[config.mk]
export PLATFORM = sky130hd
export DESIGN_NAME = kwms_ctrl
export DESIGN_NICKNAME = d
export VERILOG_FILES = /design/src/design/kwms_pkg.sv /design/src/design/kwms_ctrl.sv
export SDC_FILE = /design/constraint.sdc
export NUM_CORES = 1
export LEC_CHECK = 0
export BUFFER_PORTS_ARGS = -buffer_cell sky130_fd_sc_hd__buf_2
export CELL_PAD_IN_SITES_DETAIL_PLACEMENT = 0
export CELL_PAD_IN_SITES_GLOBAL_PLACEMENT = 1
export CORE_AREA = 4 4 41 43
export DETAILED_ROUTE_END_ITERATION = 12
export DIE_AREA = 0 0 45 47
export PLACE_DENSITY_LB_ADDON = 0.1
export SLEW_MARGIN = 20
export SYNTH_ARGS = -nofsm -noshare
export SYNTH_HDL_FRONTEND = slang
export SYNTH_SLANG_ARGS = --single-unit
[constraint.sdc]
create_clock -name aclk -period 1.4 [get_ports aclk]
set_clock_uncertainty 0.2 [all_clocks]
set_input_delay 0 -clock aclk [delete_from_list [all_inputs] [get_ports aclk]]
set_output_delay 0 -clock aclk [all_outputs]
set_load 0.01 [all_outputs]
[src/design/kwms_pkg.sv]
// Shared types, constants and helpers for the k-way merge selector.
package kwms_pkg;

    localparam int MAX_RUNS     = 8;
    localparam int BUFFER_DEPTH = 64;

    localparam int RUN_W     = $clog2(MAX_RUNS);           // run index width
    localparam int ACT_W     = RUN_W + 1;                  // holds 1..MAX_RUNS
    localparam int NODE_N    = 1 << RUN_W;                 // leaves of the min tree
    localparam int PTR_W     = $clog2(BUFFER_DEPTH);
    localparam int CNT_W     = $clog2(BUFFER_DEPTH + 1);
    localparam int ADDR_W    = RUN_W + PTR_W;
    localparam int MEM_DEPTH = NODE_N << PTR_W;
    localparam int DATA_W    = 32;
    localparam int STAT_W    = 3;
    localparam int REQ_W     = 2;
    localparam int CFG_W     = 4;

    // request codes
    localparam logic [REQ_W-1:0] REQ_PUSH   = 2'd0;
    localparam logic [REQ_W-1:0] REQ_FINISH = 2'd1;
    localparam logic [REQ_W-1:0] REQ_POP    = 2'd2;

    // result status codes
    localparam logic [STAT_W-1:0] ST_ACCEPT = 3'd0;
    localparam logic [STAT_W-1:0] ST_REJECT = 3'd1;
    localparam logic [STAT_W-1:0] ST_POPPED = 3'd2;
    localparam logic [STAT_W-1:0] ST_STALL  = 3'd3;
    localparam logic [STAT_W-1:0] ST_DONE   = 3'd4;

    typedef struct packed {
        logic [REQ_W-1:0]         req_type;
        logic [RUN_W-1:0]         run_index;
        logic signed [DATA_W-1:0] value;
    } in_item_t;

    typedef struct packed {
        logic [STAT_W-1:0]        status;
        logic signed [DATA_W-1:0] merged_value;
        logic [RUN_W-1:0]         source_run;
        logic                     final_item;
    } out_item_t;

    // controller -> datapath
    typedef struct packed {
        logic load_item;
        logic cfg_write;
        logic eval;
        logic commit;
        logic refill;
    } dp_cmd_t;

    // datapath -> controller
    typedef struct packed {
        logic is_pop;
        logic refill_need;
    } dp_sts_t;

    function automatic logic [PTR_W-1:0] ptr_inc(input logic [PTR_W-1:0] p);
        ptr_inc = (p == PTR_W'(BUFFER_DEPTH - 1)) ? '0 : p + PTR_W'(1);
    endfunction

endpackage

[src/design/kwms_ctrl.sv]
// Controller: sequences one transaction at a time and owns the output valid.
module kwms_ctrl import kwms_pkg::*; (
    input  logic    aclk,
    input  logic    aresetn,
    input  logic    s_valid,
    output logic    s_ready,
    output logic    m_valid,
    input  logic    m_ready,
    input  logic    cfg_valid,
    output logic    cfg_ready,
    output dp_cmd_t cmd,
    input  dp_sts_t sts
);

    localparam logic [1:0] S_IDLE   = 2'd0;
    localparam logic [1:0] S_EVAL   = 2'd1;
    localparam logic [1:0] S_COMMIT = 2'd2;
    localparam logic [1:0] S_REFILL = 2'd3;

    logic [1:0] state_reg, state_next;
    logic       out_valid_reg, out_valid_next;
    logic       s_fire, commit_fire;

    assign s_ready     = (state_reg == S_IDLE) && !cfg_valid;
    assign cfg_ready   = (state_reg == S_IDLE);
    assign s_fire      = s_valid && s_ready;
    assign commit_fire = (state_reg == S_COMMIT) && (!out_valid_reg || m_ready);
    assign m_valid     = out_valid_reg;

    always_comb begin
        cmd.load_item = s_fire;
        cmd.cfg_write = cfg_valid && cfg_ready;
        cmd.eval      = (state_reg == S_EVAL);
        cmd.commit    = commit_fire;
        cmd.refill    = (state_reg == S_REFILL);
    end

    always_comb begin
        state_next = state_reg;
        unique case (state_reg)
            S_IDLE: begin
                // non-pop items skip the min-tree evaluation cycle
                if (s_fire) begin
                    state_next = sts.is_pop ? S_EVAL : S_COMMIT;
                end
            end
            S_EVAL: begin
                state_next = S_COMMIT;
            end
            S_COMMIT: begin
                if (commit_fire) begin
                    state_next = sts.refill_need ? S_REFILL : S_IDLE;
                end
            end
            S_REFILL: begin
                state_next = S_IDLE;
            end
            default: begin
                state_next = S_IDLE;
            end
        endcase
    end

    always_comb begin
        out_valid_next = out_valid_reg;
        if (commit_fire) begin
            out_valid_next = 1'b1;
        end else if (m_ready) begin
            out_valid_next = 1'b0;
        end
    end

    always_ff @(posedge aclk) begin
        if (!aresetn) begin
            state_reg     <= S_IDLE;
            out_valid_reg <= 1'b0;
        end else begin
            state_reg     <= state_next;
            out_valid_reg <= out_valid_next;
        end
    end

endmodule

==> impl_metrics.csv, run 1 <==
group,metric,value,unit
critical_path,cp-end-kind,"primary output",
route,drt_first_pass_iters,3,
worst_hold_path,hold_depth,4,
global_routing,grt_first_pass_wirelength,938,µm
clocking,clock-sinks,3,
clocking,cts_hold_buffers,5,
place,io_buffers,14,
sta,maxSlewViolCount,0,
global_routing,grt_max_degree,8,
critical_path,reg2regPathDepth,3,
sta,layout_min_cycle_time,1290,ps
sta,setup_viol,0,
critical_path,crit_path_max_fanout,2,
synth,syn_area_per_cell,9.53,µm²
critical_path,worstReg2RegEnd,"state_reg[0]",
layout,layout.cells.non_filler,57,
clocking,ctsResizeCount,0,
route,ant_nets,0,
sta,timing.slew.headroom,0.829,
critical_path,r2r_start,"state_reg[0]",
synth,ys_types,14,
clocking,clk_pin_slew_worst_paths,40,ps
layout,largest_reg_flops,2,
sta,fmax,778,MHz
run,max-cap-violations,0,
worst_hold_path,min-delay-start,"cfg_valid",
critical_path,rrSetupSlack,240,ps
synth,yosysSeqAreaShare,0.300,
power,p_per_area,956,nW/µm²
floorplanning,initial_core_util,0.154,
clocking,clockBufferDepth,2,
power,ir_drop,0.359,mV
global_routing,grt_usage,0.0679,
layout,nNetsFinal,50,
route,vias,220,
global_routing,grt_pass1_vias,221,
sta,rsz0062_at_grt,"false",
critical_path,worstSetupPathType,"primary input to primary output",
clocking,cts_buffers,3,
sta,hold_violations,0,
critical_path,crit_path_start,"s_valid",
sta,finalSetupTns,0,ps
place,dp_hpwl,456,µm
route,route.detailed.drc,0,
sta,tightest_slew,254,ps
synth,yosysWarnings,0,
critical_path,required,1200,ps
route,wl,551,µm
floorplanning,dieArea,2120,µm²
sta,finalCritPeriodShare,0.919,
synth,synth_cells,21,
clocking,clk-insertion-delay-late,230,ps
worst_hold_path,min_path_type,"primary input to register",
floorplanning,rows,13,
global_routing,antenna_found_initial,0,
route,drt-vias-per-instance,3.86,
clocking,cts_setup_buffers,0,
layout,area_growth,75.0,%
critical_path,startpoint_type,"primary input",
floorplanning,die_y,47,µm
floorplanning,core_area,1300,µm²
critical_path,worstPathArrival,1090,ps
synth,synth_area,200,µm²
critical_path,crit_end,"cmd[4]",
clocking,cts.htree.levels,1,
synth,syn_nets,28,
place,gp_congestion,0.674,
route,avgRoutedWirePerCell,9.67,µm
floorplanning,die_w,45,µm
global_routing,grt_overflow_total,0,
place,numPlacedInstances,48,
power,p_leak,0.178,nW
clocking,cts_tree,"done",
synth,synth_seq_cells,3,
layout,num_antenna_cells,0,
outcome,status,"finished, final reports clean",
route,drt_iter0_markers,2,
layout,final_layout_size_suffix_gt1_frac,0.524,
clocking,clock-root-buffer,"clkbuf_4",
floorplanning,io_pins,15,
## cell usage in the layout, fill, tap and decap left out
cell | netlist | layout
clkbuf_4 | 0 | 3
nand2b_2 | 1 | 1
a21boi_1 | 1 | 1
nand2b_4 | 2 | 2
buf_2 | 0 | 14
nor2b_2 | 1 | 1
nand3b_1 | 1 | 1
clkbuf_1 | 0 | 1
and4b_1 | 1 | 1
nor2_1 | 1 | 1
a32o_2 | 1 | 1
o21ai_1 | 1 | 1
nor2b_1 | 1 | 1
and2_1 | 3 | 3
dlygate4sd3_1 | 0 | 5
dfxtp_1 | 3 | 3
nor3_1 | 2 | 2
## Yosys cell counts
cell      n  share of area
and4b_1   1          0.050
nor2_1    1          0.019
nand3b_1  1          0.038
and2_1    3          0.094
nand2b_2  1          0.044
a32o_2    1          0.056
nor3_1    2          0.050
a21boi_1  1          0.038
dfxtp_1   3           0.30
buf_4     2          0.075
nand2b_4  2           0.14
nor2b_1   1          0.031
nor2b_2   1          0.044
o21ai_1   1          0.025
## how the worst min path moves through the flow
stage                        end
CTS                 state_reg[1]
finish              state_reg[1]
global placement         s_ready
detailed placement  state_reg[0]
floorplan                s_ready
global route        state_reg[1]
## metal layers
| metal | vias to the layer above | wire, µm | global-route usage |
|---|---|---|---|
| li1 | 114 | - | - |
| met1 | 99 | 216 | 0.0591 |
| met2 | 7 | 292 | 0.102 |
| met3 | 0 | 42 | 0.0460 |
| met4 | 0 | 0 | 0.0702 |
| met5 | - | 0 | 0 |
## metrics by stage
step | cell area (µm²) | hold WS, ps | power, W | setup WS (ps) | util
floorplan | 200 | -153 | 0.000148 | 231 | -
global placement | 274 | 58.6 | 0.000177 | 256 | 0.211
detailed placement | 274 | 62.8 | 0.000176 | 255 | 0.211
CTS | 350 | 23.6 | 0.000347 | 90.4 | 0.269
global route | 350 | 26.5 | 0.000369 | 24.2 | 0.269
finish | 350 | 26.1 | 0.000335 | 114 | 0.269
## critical path, cell delays in order
cell and delay, ps:
dlygate4sd3_1 520, buf_2 120, nand2b_4 50, nor3_1 210
buf_2 180
## report_power, final
| group | internal, W | switching (W) |
|---|---|---|
| clock | 0.000107 | 0.0000444 |
| sequential | 0.0000926 | 0.00000914 |
| combinational | 0.0000467 | 0.0000351 |
| total | 0.000246 | 0.0000886 |
## layout make-up
type	instances	area [µm²]
timing repair buffer	19	120
sequential	3	60.1
clock buffer	4	26.3
fill	158	951
multi-input combinational	16	125
tap	15	18.8
## cell families after synthesis
| kind of cell | share of synthesized area |
|---|---|
| AOI/OAI and AO/OA | 0.119 |
| and+or+nand+nor | 0.506 |
| buffers and inverters | 0.0750 |
| DFF | 0.300 |
No activity file was read; power rests on OpenSTA's default activity.
==> inputs of run 2 (changes only) <==
Settings changed: CELL_PAD_IN_SITES_DETAIL_PLACEMENT 0 to 1, CELL_PAD_IN_SITES_GLOBAL_PLACEMENT 1 to 2.
==> impl_metrics.csv, run 2 (synthesis gave the netlist of run 1 again) <==
group,metric,value,unit
outcome,status,"finished, final reports clean",
power,power_frac_comb,0.244,
sta,finalSetupTns,0,ps
power,p_seq_frac,0.303,
sta,rsz0062_at_grt,"false",
sta,timing.slew.headroom,0.834,
layout,multi_input_area,125,µm²
sta,hold_violations,0,
global_routing,grt_overflow_total,0,
layout,final_layout_size_suffix_gt1_frac,0.524,
clocking,clk_pin_slew_worst_paths,40,ps
critical_path,cp-end-kind,"primary output",
floorplanning,rows,13,
sta,setup_ws,124,ps
critical_path,worstSetupPathType,"register to primary output",
route,wl,592,µm
layout,fin_util,0.269,
critical_path,startpoint_type,"register",
power,switching_share,0.270,
floorplanning,initial_core_util,0.154,
route,avgRoutedWirePerCell,10.4,µm
global_routing,antenna_found_initial,0,
power,power.internal,0.000246,W
layout,area_growth,75.0,%
layout,fillerInstances,168,
clocking,cts_buffers,3,
sta,fmax,784,MHz
run,max-cap-violations,0,
sta,maxSlewViolCount,0,
route,route.detailed.drc,0,
power,switchingPower,0.0000910,W
global_routing,grt_first_pass_wirelength,1050,µm
power,clock_power_share,0.454,
clocking,cts.htree.levels,1,
critical_path,required,1200,ps
clocking,cts_tree,"done",
sta,setup_viol,0,
sta,layout_min_cycle_time,1280,ps
place,io_buffers,14,
floorplanning,dieArea,2120,µm²
sta,tightest_slew,248,ps
place,placed_cell_area,274,µm²
clocking,ctsResizeCount,0,
floorplanning,io_pins,15,
route,drt_iter0_markers,1,
worst_hold_path,min_path_type,"primary input to register",
route,ant_nets,0,
route,vias,230,
layout,register_area,60.1,µm²
sta,finalCritPeriodShare,0.911,
global_routing,grt_pass1_vias,264,
layout,num_antenna_cells,0,
clocking,clk-insertion-delay-late,230,ps
power,p_leak,0.178,nW
power,p_per_area,963,nW/µm²
layout,layout_common_cells,"buf_2, dlygate4sd3_1, and2_1, clkbuf_4, dfxtp_1",
sta,finalHoldWorstSlack,41.7,ps
route,drt_first_pass_iters,2,
layout,nNetsFinal,50,
layout,layout_commonest_cell,"buf_2",
layout,final_cell_area,350,µm²
place,gp_congestion,0.624,
critical_path,crit_path_max_fanout,7,
clocking,clockBufferDepth,2,
route,drt-vias-per-instance,4.04,
clocking,cts_hold_buffers,5,
global_routing,grt_usage,0.0773,
layout,largest_reg_flops,2,
clocking,clock-sinks,3,
global_routing,grt_max_degree,8,
clocking,cts_setup_buffers,0,
floorplanning,core_area,1300,µm²
critical_path,worstPathArrival,1080,ps
floorplanning,die_y,47,µm
power,ir_drop,0.285,mV
floorplanning,die_w,45,µm
clocking,clock-root-buffer,"clkbuf_4",
place,pre_cts_slack,243,ps
run 2: worst max-delay path, cell delays in order (launching register included):
cell	delay (ps)
dfxtp_1	450
nor2_1	100
and2_1	160
buf_2	130
run 2: metal layers:
metal,up-vias,part of all wire,track usage
met3,2,0.068,0.0345
li1,118,-,-
met5,-,0,0
met2,9,0.52,0.107
met4,0,0.020,0.105
met1,101,0.39,0.0747
run 2: final cells by class:
cell class	count	share of cell area
multi-input cells	16	0.357
repair buffers	19	0.343
flip-flops and latches	3	0.171
clock buffers	4	0.0750
well taps	15	0.0536
run 2: power by group through the flow:
stage / logic, W / clock network [W] / registers (W)
2_1_floorplan: 0.0000458 / 0 / 0.000102
3_3_place_gp: 0.0000741 / 0 / 0.000103
3_5_place_dp: 0.0000735 / 0 / 0.000104
4_1_cts: 0.0000846 / 0.000167 / 0.000103
5_1_grt: 0.0000920 / 0.000170 / 0.000104
6_report: 0.0000822 / 0.000153 / 0.000102
run 2: worst paths after layout:
| kind | cells past startpoint | to | from | slack [ps] |
|---|---|---|---|---|
| min | 4 | state_reg[1] | cfg_valid | 40 |
| max | 3 | cmd[3] | state_reg[1] | 120 |
| max reg2reg | 3 | state_reg[0] | state_reg[0] | 250 |
| min reg2reg | 2 | m_valid | m_valid | 300 |
run 2: metrics by stage:
stage                     std cells  total power, W
after detailed placement         48        0.000178
after floorplan                  21        0.000148
final                            57        0.000337
after global placement           48        0.000177
after global routing             57        0.000367
after CTS                        57        0.000354
==> inputs of run 3 (changes only) <==
Settings changed: BUFFER_PORTS_ARGS -buffer_cell sky130_fd_sc_hd__buf_2 to not set, DONT_BUFFER_PORTS set to 1, TNS_END_PERCENT set to 5.
Clock period 1.4 ns to 1.1 ns, I/O delays scaled along.
==> impl_metrics.csv, run 3 (synthesis gave the netlist of run 1 again) <==
group,metric,value,unit
sta,finalSetupTns,-671,ps
floorplanning,initial_core_util,0.154,
critical_path,worstPathArrival,1050,ps
sta,hold_violations,3,
layout,layout_commonest_cell,"buf_4",
route,vias,201,
clocking,cts.htree.levels,1,
sta,setup_viol,8,
clocking,clk-insertion-delay-late,230,ps
layout,layout_common_cells,"buf_4, dlygate4sd3_1, buf_6",
clocking,cts_hold_buffers,4,
power,ir_drop,0.464,mV
clocking,cts_tree,"done",
critical_path,crit_end,"cmd[3]",
clocking,clockBufferDepth,2,
critical_path,required,900,ps
global_routing,grt_first_pass_wirelength,1100,µm
global_routing,grt_usage,0.0803,
sta,fmax,801,MHz
critical_path,cp-end-kind,"primary output",
critical_path,startpoint_type,"register",
layout,area_growth,99.4,%
outcome,violations,"negative hold slack, negative setup slack",
critical_path,worstPathCellList,"buf_6 > nor2_4 > buf_6 > and2_4",
critical_path,r2r_start,"state_reg[0]",
sta,maxSlewViolCount,0,
critical_path,reg2regPathDepth,4,
critical_path,worst_path_most_repeated_cell,"buf_6",
layout,final_layout_size_suffix_gt1_frac,0.676,
clocking,clock-root-buffer,"clkbuf_4",
global_routing,grt_pass1_vias,230,
place,pre_cts_slack,-63.8,ps
power,p_leak,0.188,nW
floorplanning,die_y,47,µm
route,drt_first_pass_iters,2,
clocking,clock-sinks,3,
floorplanning,io_pins,15,
global_routing,antenna_found_initial,0,
critical_path,worstReg2RegEnd,"state_reg[0]",
route,ant_nets,0,
route,route.detailed.drc,0,
layout,final_cell_area,399,µm²
power,p_per_area,1180,nW/µm²
place,gp_congestion,0.645,
critical_path,cpMaxStageDelayCell,"dfxtp_4",
critical_path,crit_path_start,"state_reg[0]",
critical_path,crit_path_max_fanout,5,
worst_hold_path,min_path_type,"primary input to register",
run,max-cap-violations,0,
floorplanning,die_w,45,µm
floorplanning,core_area,1300,µm²
place,placed_cell_area,277,µm²
global_routing,grt_overflow_total,0,
floorplanning,dieArea,2120,µm²
sta,finalHoldWorstSlack,-148,ps
sta,setup_ws,-149,ps
sta,layout_min_cycle_time,1250,ps
layout,nNetsFinal,45,
layout,num_antenna_cells,0,
power,total_power,0.000471,W
sta,rsz0062_at_grt,"true",
clocking,cts_buffers,3,
floorplanning,rows,13,
route,drt-vias-per-instance,3.87,
critical_path,cp_slowest_stage_delay,350,ps
sta,tightest_slew,229,ps
critical_path,rrSetupSlack,-110,ps
critical_path,worstSetupPathType,"register to primary output",
route,drt_iter0_markers,1,
clocking,clk_pin_slew_worst_paths,40,ps
sta,finalCritPeriodShare,1.14,
route,avgRoutedWirePerCell,12.4,µm
place,io_buffers,0,
route,wl,643,µm
sta,timing.slew.headroom,0.847,
global_routing,grt_max_degree,8,
outcome,status,"complete, but fails checks",
layout,largest_reg_flops,2,
run 3: power by group:
group	leakage, nW	internal, W	switching, W
sequential	0.0264	0.000118	0.0000177
combinational	0.146	0.0000880	0.0000511
clock	0.0150	0.000136	0.0000597
run 3: area by class of cell:
class	count	area, µm²
fillers	156	902
flip-flops and latches	3	68.8
well taps	15	18.8
multi-input cells	16	155
clock buffers	4	26.3
repair buffers	14	130
run 3: timing repair:
item / 4_1_cts / 5_1_grt
resized for setup: 12 / 1
endpoints found under the hold margin: 5 / 3
buffers inserted: 1 / 0
setup endpoints to repair: 9 / 8
pin swaps: 3 / 0
run 3: worst min path at each step:
stage	cells after the start	start	end	slack, ps
finish	3	m_ready	m_valid	-150
global route	3	m_ready	m_valid	-140
CTS	3	m_ready	m_valid	-160
detailed placement	2	cfg_valid	s_ready	-50
global placement	2	cfg_valid	s_ready	-50
floorplan	1	cfg_valid	s_ready	-150
run 3: metrics by stage:
stage / util / cells
4_1_cts: 0.303 / 52
5_1_grt: 0.307 / 52
2_1_floorplan: - / 21
6_report: 0.307 / 52
3_3_place_gp: 0.213 / 43
3_5_place_dp: 0.213 / 43
run 3: per-layer routing:
metal / wire length (µm) / vias to the layer above / GRT usage
met5: 0 / - / 0
met4: 12 / 0 / 0.0877
met3: 46 / 2 / 0.0383
met2: 325 / 9 / 0.116
met1: 258 / 87 / 0.0811
li1: - / 103 / -
run 3: worst max-delay path: cells and delay by family (launching register included):
family	cells	cell delay [ps]
flops	1	350
simple gates	2	230
buf+inv	2	230
